--- src/sv/ism_pkg.sv ---
// ----------------------------------------------------------------------------
// ism_pkg
// Shared constants and types of the interval sort and merge block.
// ----------------------------------------------------------------------------
package ism_pkg;

  localparam int MaxIntervals = 64;
  localparam int BoundW       = 31;
  localparam int EntryW       = 2 * BoundW;

  typedef struct packed {
    logic we;
    logic re;
  } ism_mem_ctl_t;

endpackage

--- src/sv/ism_mem.sv ---
// ----------------------------------------------------------------------------
// ism_mem
// Interval store: one write port, one read port, registered read data.
// ----------------------------------------------------------------------------
module ism_mem #(
  parameter int DEPTH = ism_pkg::MaxIntervals,
  parameter int AW    = $clog2(DEPTH)
) (
  input  logic                      clk_i,
  input  ism_pkg::ism_mem_ctl_t     ctl_i,
  input  logic [AW-1:0]             waddr_i,
  input  logic [ism_pkg::EntryW-1:0] wdata_i,
  input  logic [AW-1:0]             raddr_i,
  output logic [ism_pkg::EntryW-1:0] rdata_o
);
  import ism_pkg::*;

  logic [EntryW-1:0] mem_q [DEPTH];
  logic [EntryW-1:0] rdata_q;

  always_ff @(posedge clk_i) begin
    if (ctl_i.we) begin
      mem_q[waddr_i] <= wdata_i;
    end
    if (ctl_i.re) begin
      rdata_q <= mem_q[raddr_i];
    end
  end

  assign rdata_o = rdata_q;

endmodule

--- src/sv/ism_ctrl.sv ---
// ----------------------------------------------------------------------------
// ism_ctrl
// Load, in-place insertion sort and merge sequencer with output register.
// ----------------------------------------------------------------------------
module ism_ctrl #(
  parameter int MAX_INTERVALS = ism_pkg::MaxIntervals,
  parameter int AW            = $clog2(MAX_INTERVALS),
  parameter int CW            = $clog2(MAX_INTERVALS + 1)
) (
  input  logic                       clk_i,
  input  logic                       rst_ni,
  input  logic [ism_pkg::BoundW-1:0] in_lower_i,
  input  logic [ism_pkg::BoundW-1:0] in_upper_i,
  input  logic                       in_end_i,
  input  logic                       in_valid_i,
  output logic                       in_ready_o,
  output logic [ism_pkg::BoundW-1:0] out_lower_o,
  output logic [ism_pkg::BoundW-1:0] out_upper_o,
  output logic                       out_final_o,
  output logic                       out_ovf_o,
  output logic                       out_valid_o,
  input  logic                       out_ready_i,
  output ism_pkg::ism_mem_ctl_t      mem_ctl_o,
  output logic [AW-1:0]              mem_waddr_o,
  output logic [ism_pkg::EntryW-1:0] mem_wdata_o,
  output logic [AW-1:0]              mem_raddr_o,
  input  logic [ism_pkg::EntryW-1:0] mem_rdata_i
);
  import ism_pkg::*;

  localparam logic [3:0] ST_LOAD   = 4'd0;
  localparam logic [3:0] ST_SKEY   = 4'd1;
  localparam logic [3:0] ST_SKEYW  = 4'd2;
  localparam logic [3:0] ST_SCMP   = 4'd3;
  localparam logic [3:0] ST_SPUT   = 4'd4;
  localparam logic [3:0] ST_MSTART = 4'd5;
  localparam logic [3:0] ST_MFIRST = 4'd6;
  localparam logic [3:0] ST_MEVAL  = 4'd7;
  localparam logic [3:0] ST_MFIN   = 4'd8;

  logic [3:0]        state_q, state_d;
  logic [CW-1:0]     cnt_q, cnt_d;
  logic              ovf_q, ovf_d;
  logic [AW-1:0]     i_q, i_d, k_q, k_d, j_q, j_d;
  logic [EntryW-1:0] key_q, key_d;
  logic [BoundW-1:0] cur_lo_q, cur_lo_d, cur_hi_q, cur_hi_d;
  logic              ov_q, ol_q, of_q;
  logic [BoundW-1:0] olo_q, ohi_q;
  logic              load_out, load_last;

  logic [BoundW-1:0] rd_lo, rd_hi, key_lo, key_hi;
  logic              out_free, key_before, overlap;
  logic [CW-1:0]     i_nx, j_nx;

  assign rd_lo  = mem_rdata_i[BoundW-1:0];
  assign rd_hi  = mem_rdata_i[EntryW-1:BoundW];
  assign key_lo = key_q[BoundW-1:0];
  assign key_hi = key_q[EntryW-1:BoundW];
  assign out_free   = !ov_q || out_ready_i;
  assign key_before = (key_lo < rd_lo) || ((key_lo == rd_lo) && (key_hi < rd_hi));
  assign overlap    = (cur_lo_q <= rd_hi) && (rd_lo <= cur_hi_q);
  assign i_nx = CW'(i_q) + 1'b1;
  assign j_nx = CW'(j_q) + 1'b1;

  always_comb begin
    state_d   = state_q;
    cnt_d     = cnt_q;
    ovf_d     = ovf_q;
    i_d       = i_q;
    k_d       = k_q;
    j_d       = j_q;
    key_d     = key_q;
    cur_lo_d  = cur_lo_q;
    cur_hi_d  = cur_hi_q;
    load_out  = 1'b0;
    load_last = 1'b0;
    mem_ctl_o   = '0;
    mem_waddr_o = '0;
    mem_wdata_o = '0;
    mem_raddr_o = '0;
    in_ready_o  = 1'b0;
    unique case (state_q)
      ST_LOAD: begin
        in_ready_o = 1'b1;
        if (in_valid_i) begin
          if (cnt_q < CW'(MAX_INTERVALS)) begin
            mem_ctl_o.we = 1'b1;
            mem_waddr_o  = cnt_q[AW-1:0];
            mem_wdata_o  = {in_upper_i, in_lower_i};
            cnt_d        = cnt_q + 1'b1;
          end else begin
            ovf_d = 1'b1;
          end
          if (in_end_i) begin
            i_d     = AW'(1);
            state_d = ST_SKEY;
          end
        end
      end
      ST_SKEY: begin
        if (CW'(i_q) >= cnt_q) begin
          state_d = ST_MSTART;
        end else begin
          mem_ctl_o.re = 1'b1;
          mem_raddr_o  = i_q;
          state_d      = ST_SKEYW;
        end
      end
      ST_SKEYW: begin
        key_d        = mem_rdata_i;
        k_d          = i_q;
        mem_ctl_o.re = 1'b1;
        mem_raddr_o  = i_q - 1'b1;
        state_d      = ST_SCMP;
      end
      ST_SCMP: begin
        mem_ctl_o.we = 1'b1;
        mem_waddr_o  = k_q;
        if (key_before) begin
          mem_wdata_o = mem_rdata_i;
          k_d         = k_q - 1'b1;
          if (k_q == AW'(1)) begin
            state_d = ST_SPUT;
          end else begin
            mem_ctl_o.re = 1'b1;
            mem_raddr_o  = k_q - AW'(2);
          end
        end else begin
          mem_wdata_o = key_q;
          i_d         = i_q + 1'b1;
          state_d     = (i_nx == cnt_q) ? ST_MSTART : ST_SKEY;
        end
      end
      ST_SPUT: begin
        mem_ctl_o.we = 1'b1;
        mem_waddr_o  = '0;
        mem_wdata_o  = key_q;
        i_d          = i_q + 1'b1;
        state_d      = (i_nx == cnt_q) ? ST_MSTART : ST_SKEY;
      end
      ST_MSTART: begin
        mem_ctl_o.re = 1'b1;
        mem_raddr_o  = '0;
        state_d      = ST_MFIRST;
      end
      ST_MFIRST: begin
        cur_lo_d = rd_lo;
        cur_hi_d = rd_hi;
        j_d      = AW'(1);
        if (cnt_q == CW'(1)) begin
          state_d = ST_MFIN;
        end else begin
          mem_ctl_o.re = 1'b1;
          mem_raddr_o  = AW'(1);
          state_d      = ST_MEVAL;
        end
      end
      ST_MEVAL: begin
        if (overlap || out_free) begin
          if (overlap) begin
            if (rd_lo < cur_lo_q) cur_lo_d = rd_lo;
            if (rd_hi > cur_hi_q) cur_hi_d = rd_hi;
          end else begin
            load_out = 1'b1;
            cur_lo_d = rd_lo;
            cur_hi_d = rd_hi;
          end
          if (j_nx == cnt_q) begin
            state_d = ST_MFIN;
          end else begin
            j_d          = j_q + 1'b1;
            mem_ctl_o.re = 1'b1;
            mem_raddr_o  = j_q + 1'b1;
          end
        end
      end
      ST_MFIN: begin
        if (out_free) begin
          load_out  = 1'b1;
          load_last = 1'b1;
          cnt_d     = '0;
          ovf_d     = 1'b0;
          state_d   = ST_LOAD;
        end
      end
      default: state_d = ST_LOAD;
    endcase
  end

  always_ff @(posedge clk_i or negedge rst_ni) begin
    if (!rst_ni) begin
      state_q <= ST_LOAD;
      cnt_q   <= '0;
      ovf_q   <= 1'b0;
      ov_q    <= 1'b0;
    end else begin
      state_q <= state_d;
      cnt_q   <= cnt_d;
      ovf_q   <= ovf_d;
      if (load_out) begin
        ov_q <= 1'b1;
      end else if (out_ready_i) begin
        ov_q <= 1'b0;
      end
    end
  end

  always_ff @(posedge clk_i) begin
    i_q      <= i_d;
    k_q      <= k_d;
    j_q      <= j_d;
    key_q    <= key_d;
    cur_lo_q <= cur_lo_d;
    cur_hi_q <= cur_hi_d;
    if (load_out) begin
      olo_q <= cur_lo_q;
      ohi_q <= cur_hi_q;
      ol_q  <= load_last;
      of_q  <= ovf_q;
    end
  end

  assign out_valid_o = ov_q;
  assign out_lower_o = olo_q;
  assign out_upper_o = ohi_q;
  assign out_final_o = ol_q;
  assign out_ovf_o   = of_q;

endmodule

--- src/sv/interval_sort_and_merge.sv ---
// ----------------------------------------------------------------------------
// interval_sort_and_merge
// Collects closed intervals, sorts them and emits the merged intervals.
// ----------------------------------------------------------------------------
// Input stream: one interval per transaction; tlast closes the set. Intervals
// are taken one per cycle while the block is loading. After tlast the input
// stays not ready until the last merged interval has been loaded into the
// output register. Sorting is an in-place insertion sort on the interval
// memory, with up to n*(n-1)/2 shifts for n intervals; merging reads one
// entry per cycle while the output is free or the entry overlaps the
// current interval. The memory's single read port paces sort and merge.
// Output stream: merged intervals in increasing order, tlast on the last one,
// tuser carries the sticky overflow flag of the set. Intervals beyond
// MAX_INTERVALS are dropped. A stalled receiver holds the output register
// and pauses the merge. Reset empties the set and the output register.
// ----------------------------------------------------------------------------
module interval_sort_and_merge #(
  parameter int MAX_INTERVALS = ism_pkg::MaxIntervals
) (
  input  logic        clk_i,
  input  logic        rst_ni,
  // [30:0] interval_lower, [61:31] interval_upper, [63:62] zero
  input  logic [63:0] s_axis_tdata,
  input  logic        s_axis_tlast,
  input  logic        s_axis_tvalid,
  output logic        s_axis_tready,
  // [30:0] merged_lower, [61:31] merged_upper, [63:62] zero
  output logic [63:0] m_axis_tdata,
  // [0] dropped_overflow
  output logic [0:0]  m_axis_tuser,
  output logic        m_axis_tlast,
  output logic        m_axis_tvalid,
  input  logic        m_axis_tready
);
  import ism_pkg::*;

  localparam int AW = $clog2(MAX_INTERVALS);

  ism_mem_ctl_t      mem_ctl;
  logic [AW-1:0]     mem_waddr, mem_raddr;
  logic [EntryW-1:0] mem_wdata, mem_rdata;
  logic [BoundW-1:0] out_lo, out_hi;
  logic              out_ovf;

  ism_mem #(
    .DEPTH (MAX_INTERVALS),
    .AW    (AW)
  ) u_mem (
    .clk_i   (clk_i),
    .ctl_i   (mem_ctl),
    .waddr_i (mem_waddr),
    .wdata_i (mem_wdata),
    .raddr_i (mem_raddr),
    .rdata_o (mem_rdata)
  );

  ism_ctrl #(
    .MAX_INTERVALS (MAX_INTERVALS),
    .AW            (AW)
  ) u_ctrl (
    .clk_i       (clk_i),
    .rst_ni      (rst_ni),
    .in_lower_i  (s_axis_tdata[BoundW-1:0]),
    .in_upper_i  (s_axis_tdata[EntryW-1:BoundW]),
    .in_end_i    (s_axis_tlast),
    .in_valid_i  (s_axis_tvalid),
    .in_ready_o  (s_axis_tready),
    .out_lower_o (out_lo),
    .out_upper_o (out_hi),
    .out_final_o (m_axis_tlast),
    .out_ovf_o   (out_ovf),
    .out_valid_o (m_axis_tvalid),
    .out_ready_i (m_axis_tready),
    .mem_ctl_o   (mem_ctl),
    .mem_waddr_o (mem_waddr),
    .mem_wdata_o (mem_wdata),
    .mem_raddr_o (mem_raddr),
    .mem_rdata_i (mem_rdata)
  );

  assign m_axis_tdata = {2'b00, out_hi, out_lo};
  assign m_axis_tuser = out_ovf;

endmodule

--- config.mk ---
export PLATFORM = sky130hd
export DESIGN_NAME = interval_sort_and_merge
export DESIGN_NICKNAME = d
export VERILOG_FILES = /design/src/sv/ism_pkg.sv /design/src/sv/ism_mem.sv /design/src/sv/ism_ctrl.sv /design/src/sv/interval_sort_and_merge.sv
export SDC_FILE = /design/constraint.sdc
export NUM_CORES = 2
export LEC_CHECK = 0
export BUFFER_PORTS_ARGS = -buffer_cell sky130_fd_sc_hd__buf_4
export CAP_MARGIN = 10
export CORE_ASPECT_RATIO = 1.75
export CORE_MARGIN = 10
export CORE_UTILIZATION = 50
export DETAILED_ROUTE_END_ITERATION = 7
export GPL_ROUTABILITY_DRIVEN = 1
export PLACE_DENSITY = 0.61
export SLEW_MARGIN = 10
export SYNTH_ARGS = -nofsm -noshare
export SYNTH_HDL_FRONTEND = slang
export SYNTH_SLANG_ARGS = --single-unit
--- constraint.sdc ---
create_clock -name clk_i -period 11.03 [get_ports clk_i]
set_clock_uncertainty 0.2 [all_clocks]
set_input_delay 2.206 -clock clk_i [delete_from_list [all_inputs] [get_ports clk_i]]
set_output_delay 2.206 -clock clk_i [all_outputs]
set_load 0.01 [all_outputs]
After elaboration in Yosys (flattened, before gate mapping)
Memory sizes are Yosys's and may differ from the RTL's. A register that Yosys moved wholly into a read port is not among the register bits.
Cells that the tools add are included.
{"block": "totals", "regBits": 219, "ram_bits": 3968, "output_inout_bits": 68, "word_cells": 148, "n_memories": 1}
{"name": "u_mem.mem_q", "depth": 64, "word_bits": 62, "read_ports": 1, "rd_ports_with_merged_regs": 1, "wr": 1, "line_no": "ism_mem.sv:18", "text": "logic [EntryW-1:0] mem_q [DEPTH];"}
{"block": "classes", "add_sub_neg": 8, "n_lt_le_gt_ge": 8, "eq_ne": 26, "mux": 69, "reduce_logical": 22}
{"operator": "31-bit 2-to-1 mux", "count": 6}
{"operator": "62-bit 2-to-1 mux", "count": 3}
{"operator": "62-bit one-hot mux with 3 select lines", "count": 1}
{"operator": "31-bit one-hot mux with 2 select lines", "count": 2}
{"operator": "31-bit less-than comparator", "count": 3}
{"operator": "6-bit 2-to-1 mux", "count": 13}
{"operator": "31-bit <= comparator", "count": 2}
{"operator": "4-bit one-hot mux with 9 select lines", "count": 1}
{"operator": "6-bit one-hot mux with 2 select lines", "count": 3}
{"operator": "4-bit 2-to-1 mux", "count": 8}
{"operator": "31-bit == test", "count": 1}
{"operator": "31-bit greater-than comparator", "count": 1}
{"operator": "6-bit one-hot mux with 5 select lines", "count": 1}
{"operator": "7-bit 2-to-1 mux", "count": 3}
{"operator": "1-bit 2-to-1 mux", "count": 20}
{"operator": "6-bit one-hot mux with 3 select lines", "count": 1}
{"operator": "4-bit by 3-bit == test with 1-bit output, second input constant", "count": 4}
{"operator": "6-bit by 1-bit adder with 7-bit output, second input constant", "count": 2}
{"operator": "7-bit == test", "count": 2}
{"operator": "7-bit one-hot mux with 2 select lines", "count": 1}
{"operator": "6-bit by 1-bit adder with 6-bit output, second input constant", "count": 2}
{"operator": "4-bit AND reduction", "count": 3}
{"operator": "6-bit by 1-bit subtractor with 6-bit output, second input constant", "count": 2}
{"operator": "2-bit by 1-bit inequality test with 1-bit output, second input constant", "count": 5}
{"operator": "other kinds (24)", "count": 43}

Logic depth before layout (Yosys ltp)
{"block": "logic_depth", "depth_word": 6, "mapped_depth": 21}

Modules after synthesis
A second synthesis with hierarchy kept.
{"block": "unflattened", "cells_unflattened": 7962, "hier_area_um2": 166118.1}
{"mod": "ism_mem", "n_inst": 1, "cells_each": 6650, "area_each_um2": 152387.4}
{"mod": "ism_ctrl", "n_inst": 1, "cells_each": 1309, "area_each_um2": 13711.9}
{"mod": "interval_sort_and_merge", "n_inst": 1, "cells_each": 3, "area_each_um2": 18.8}

Worst setup path after synthesis
OpenSTA, ideal clock, no wires.
{"block": "synth_path", "path_type": "input -> register", "startpoint": "input s_axis_tvalid", "endpoint": "memory u_mem.mem_q[32][0] in the netlist's numbering, enable pin", "setup_ps": 636, "arrival_ps": 9102, "required_ps": 10194, "slack_ps": 1092, "cell_stages": 6, "path_buffers": 0, "path_cell_list": "nand2_1 > nor2_1 > a22oi_1 > nor2_1 > nand3_1 > nor4_1"}
{"block": "synth_via", "elab_chain_cells": 4}
{"element": "start: declaration", "line_no": "interval_sort_and_merge.sv:25", "text": "input logic s_axis_tvalid,"}
{"element": "1-bit 2-to-1 mux", "line_no": "ism_ctrl.sv:85", "text": "if (in_valid_i) begin"}
{"element": "1-bit one-hot mux with 2 select lines", "line_no": "ism_ctrl.sv:82", "text": "unique case (state_q)"}
{"element": "1-bit 2-to-1 mux", "line_no": "ism_mem.sv:22", "text": "if (ctl_i.we) begin"}
{"element": "1-bit 2-to-1 mux (implied by the code)", "line_no": "ism_mem.sv:23", "text": "mem_q[waddr_i] <= wdata_i;"}
{"element": "end: declaration", "line_no": "ism_mem.sv:18"}
Parallel ways exist; a longest one is shown, timed or not.

Final worst setup path
{"block": "layout_path", "startpoint": "register u_mem.rdata_q[12] (netlist: u_mem.rdata_o[12]) (read register of u_mem.mem_q)", "endpoint": "register u_mem.rdata_q[27] (netlist: u_mem.rdata_o[27]) (read register of u_mem.mem_q) (data pin)"}
{"block": "layout_via", "elab_chain_cells": 5}
{"element": "start: declaration", "line_no": "ism_mem.sv:19", "text": "logic [EntryW-1:0] rdata_q;"}
{"element": "31-bit <= comparator or 31-bit == test (tied branches)", "line_no": "ism_ctrl.sv:61, ism_ctrl.sv:60"}
{"element": "1-bit logical AND, on equally long branches", "line_no": "ism_ctrl.sv:61, ism_ctrl.sv:60"}
{"element": "1-bit logical OR, on equally long branches", "line_no": "ism_ctrl.sv:159, ism_ctrl.sv:60"}
{"element": "6-bit 2-to-1 mux (tied with other cells)", "line_no": "ism_ctrl.sv:159", "text": "if (overlap || out_free) begin"}
{"element": "6-bit one-hot mux with 5 select lines or 1-bit one-hot mux with 5 select lines (tied branches)", "line_no": "ism_ctrl.sv:82"}
Parallel ways exist; a longest one is shown, timed or not.
A chain may end at the register's enable or synchronous reset.

==> impl_metrics.tcl <==
set metrics [dict create \
    status "finished, final reports clean" \
    die_h_um 792 \
    crit_path_end_kind "flip-flop" \
    crit_slowest_cell "o221a_4" \
    core_area_sq_um 339000 \
    cts_setup_buffers 0 \
    power_density_nw_per_um2 161 \
    die_w_um 461 \
    grt_pass1_wl_um 807000 \
    cts-resized-gates 0 \
    synthesis.area_sq_um 170000 \
    synth_top_area_share_pct 74.8 \
    slowest_delay_ns 0.92 \
    pin_count 137 \
    relSlewSlack_pct 10.6 \
    start_kind "flip-flop" \
    grt_pass1_vias 107062 \
    worst_path_dominant_cell_family "compound AO/OA/AOI/OAI gates" \
    path_clk_slew_ns 0.07 \
    synth_async_sr_flop_share_pct 0.306 \
    start_util_pct 50.1 \
    layout.nets 13245 \
    use_met2_pct 51.6 \
    drive_above_1_share_pct 8.36 \
    fill_cells 27022 \
    r2r_setup_slack_ns 3.20 \
    crit_required_ns 11.50 \
    synth_cell_types 79 \
    crit_path_max_fanout 81 \
    hp-class "reg2reg" \
    dr_total_vias 113980 \
    grt_max_degree 193 \
    syn_to_final_growth_pct 11.1 \
    setup_tns_ns 0 \
    ys_ff_latch 4249 \
    ys.flop_type "edfxtp_1" \
    clkLatencyLatePin_ns 0.95 \
    path_buf_inv 5 \
    synth_area_leaders "edfxtp_1 (75%), nand2_1 (8.6%), nand3_1 (4.9%), ha_1 (1.5%), a21oi_1 (1.1%)" \
    first_iter_violations 17529 \
    gr-usage-all-layers_pct 31.1 \
    io_buffers 132 \
    worst_slew_pin_slew_ns 1.34 \
    power.switching_mw 5.87 \
    leakage_nw 62.2 \
    clockBufferDepth 4 \
    syn_avg_cell_area_sq_um 13.2 \
    finalHoldViolCount 0 \
    h-tree-depth 5 \
    cts_made_buffers 370 \
    maxSlewViolCount 0 \
    fin_crit_ns 7.83 \
    finalCritPeriodShare_pct 71.0 \
    design_power_total_mw 30.4 \
    dieArea_sq_um 365000 \
    route.detailed.wl_per_inst_um 33.2 \
    routed_wl_um 587000 \
    ir_drop_v 0.000132 \
    cts_tree "done" \
    fmax_ghz 0.128 \
    swShare_pct 19.3 \
    clockRootBuffer "clkbuf_16" \
    syn_inst 12916 \
    p_comb_share_pct 0.1 \
    dp_hpwl_um 303000 \
    final_core_util_pct 55.7 \
    clockPowerShare_pct 42.5 \
    arrival_ns 8.30 \
    clock-sinks 4249 \
    grt_overflow 0 \
    synth_commonest_cells "edfxtp_1 (4236), nand2_1 (3897), nand3_1 (1661), a21oi_1 (378), clkbuf_1 (366)" \
    synth_warnings 0 \
    drc 0 \
    via_per_inst 6.44 \
    routabilityCongestion 0.852 \
    postRouteAntennaNets 0 \
    use_met1_pct 39.6 \
    drtPass1Iterations 7 \
    antenna_found_initial 21 \
    use_met3_pct 4.73 \
    ys_seq_area_share_pct 75.0 \
    max_cap_violations 0 \
    busiest_layer "met2" \
    cts_hold_buf 0 \
    cp_cell_sequence "inv_1 -> ha_1 -> nand4_1 -> nor3_1 -> o31ai_1 -> a31oi_1 -> nor4_1 -> buf_4 -> o21ai_2 -> o221a_4 -> buf_12 -> buf_12 -> buf_4 -> and3_1 -> a311oi_1 -> a311oi_1 -> nor3_1 -> or4_1" \
    pwr-share-seq_pct 57.4 \
    yosysMostFrequentCell "edfxtp_1" \
    synth_edf_count 4236 \
    synth_top_cell_by_area "edfxtp_1" \
    p_int_mw 24.6 \
    finalSetupViolCount 0 \
    rsz0062_at_grt "false" \
    row_count 283 \
    crit_type "reg2reg" \
]
==> layout by cell type (no fill, tap or decap), types with 14 or more instances in the layout <==
cell           n
clkinvlp_4    14
mux4_2        18
a311oi_1     193
clkinv_2      58
nand2_1     3892
nor2b_1       14
ha_1         199
buf_12        62
o21ai_0       61
o211ai_1      15
or3_1         23
a32oi_1       15
or4_1         38
inv_1        201
clkbuf_16    379
nor2_1        57
nand3_1     1660
buf_4        408
nor3_1        58
nand4_1      181
xnor2_1       18
a21o_1        28
and3_1       172
clkbuf_1      78
clkinv_1      88
edfxtp_1    4236
o22ai_1       37
nand2b_1      19
nor4_1        98
a222oi_1      62
mux2i_1       56
nor2_4        70
bufinv_16     34
a2111oi_0     18
a21oi_1      375
a31oi_1      131
==> cell families after synthesis <==
logic type,share of synthesized area (%)
adder cells (fa/ha/maj),1.46
XOR/XNOR,0.169
buffers and inverters,2.45
other,0.00220
AND/OR/NAND/NOR,16.1
flip-flops,75.0
multiplexers,0.608
AO/OA/AOI/OAI,4.21
==> path summary, 6_finish.rpt <==
| kind | from | depth (start not counted) | to |
|---|---|---|---|
| setup / recovery | u_mem.rdata_o[12] | 18 | u_mem.rdata_o[27] |
| hold reg to reg | u_ctrl.cur_hi_q[10] | 0 | u_ctrl.out_upper_o[10] |
| hold / removal | u_ctrl.cur_hi_q[10] | 0 | u_ctrl.out_upper_o[10] |
| min in group asynchronous | rst_ni | 1 | u_ctrl.cnt_q[3] |
| max in group asynchronous | rst_ni | 1 | u_ctrl.cnt_q[6] |
| setup reg to reg | u_mem.rdata_o[12] | 18 | u_mem.rdata_o[27] |
==> power by group through the flow <==
stage | Sequential [mW] | Clock (mW) | Combinational [mW]
after floorplan | 17.8 | 0 | 0.00102
after global placement | 17.8 | 0 | 0.0270
after CTS | 17.5 | 13.0 | 0.0269
final | 17.5 | 13.0 | 0.0274
after global routing | 17.5 | 13.6 | 0.0279
after detailed placement | 17.8 | 0 | 0.0268
==> sequential cells by signal, summed over array words and instances, names as in the netlist, 4 cells and up <==
name,cells
u_mem.mem_q,3968
u_ctrl.out_upper_o,31
u_ctrl.j_q,6
u_ctrl.cnt_q,7
u_mem.rdata_o,62
u_ctrl.state_q,4
u_ctrl.k_q,6
u_ctrl.out_lower_o,31
u_ctrl.key_q,62
u_ctrl.i_q,6
u_ctrl.cur_lo_q,31
u_ctrl.cur_hi_q,31
==> metal layers <==
metal	up-vias	part of all wire, %
met5	-	0.0015
met4	2	6.3
met3	1577	11
met2	7270	48
met1	57606	35
li1	47525	-
==> layout make-up <==
cell class / count / area (sq um) / share of cell area, %
well taps: 4417 / 5530 / 2.92
flip-flops and latches: 4249 / 128000 / 67.5
repair buffers: 471 / 4330 / 2.29
diodes: 6 / 15.0 / 0.00794
multi-input cells: 7681 / 39100 / 20.7
clock buffers: 457 / 9780 / 5.17
inverters: 204 / 766 / 0.405
clock inverters: 203 / 1900 / 1.00
==> through the flow <==
stage               cell area, sq um  std cells  hold WS, ns  setup slack (ns)
finish                        189000      17688        0.235              3.20
global route                  189000      17684        0.248              3.12
CTS                           189000      17682        0.244              3.34
detailed placement            177000      17022        0.236              3.34
global placement              177000      17019        0.240              3.33
floorplan                     170000      12917        0.225              1.09
(Power assumes the default switching activity.)
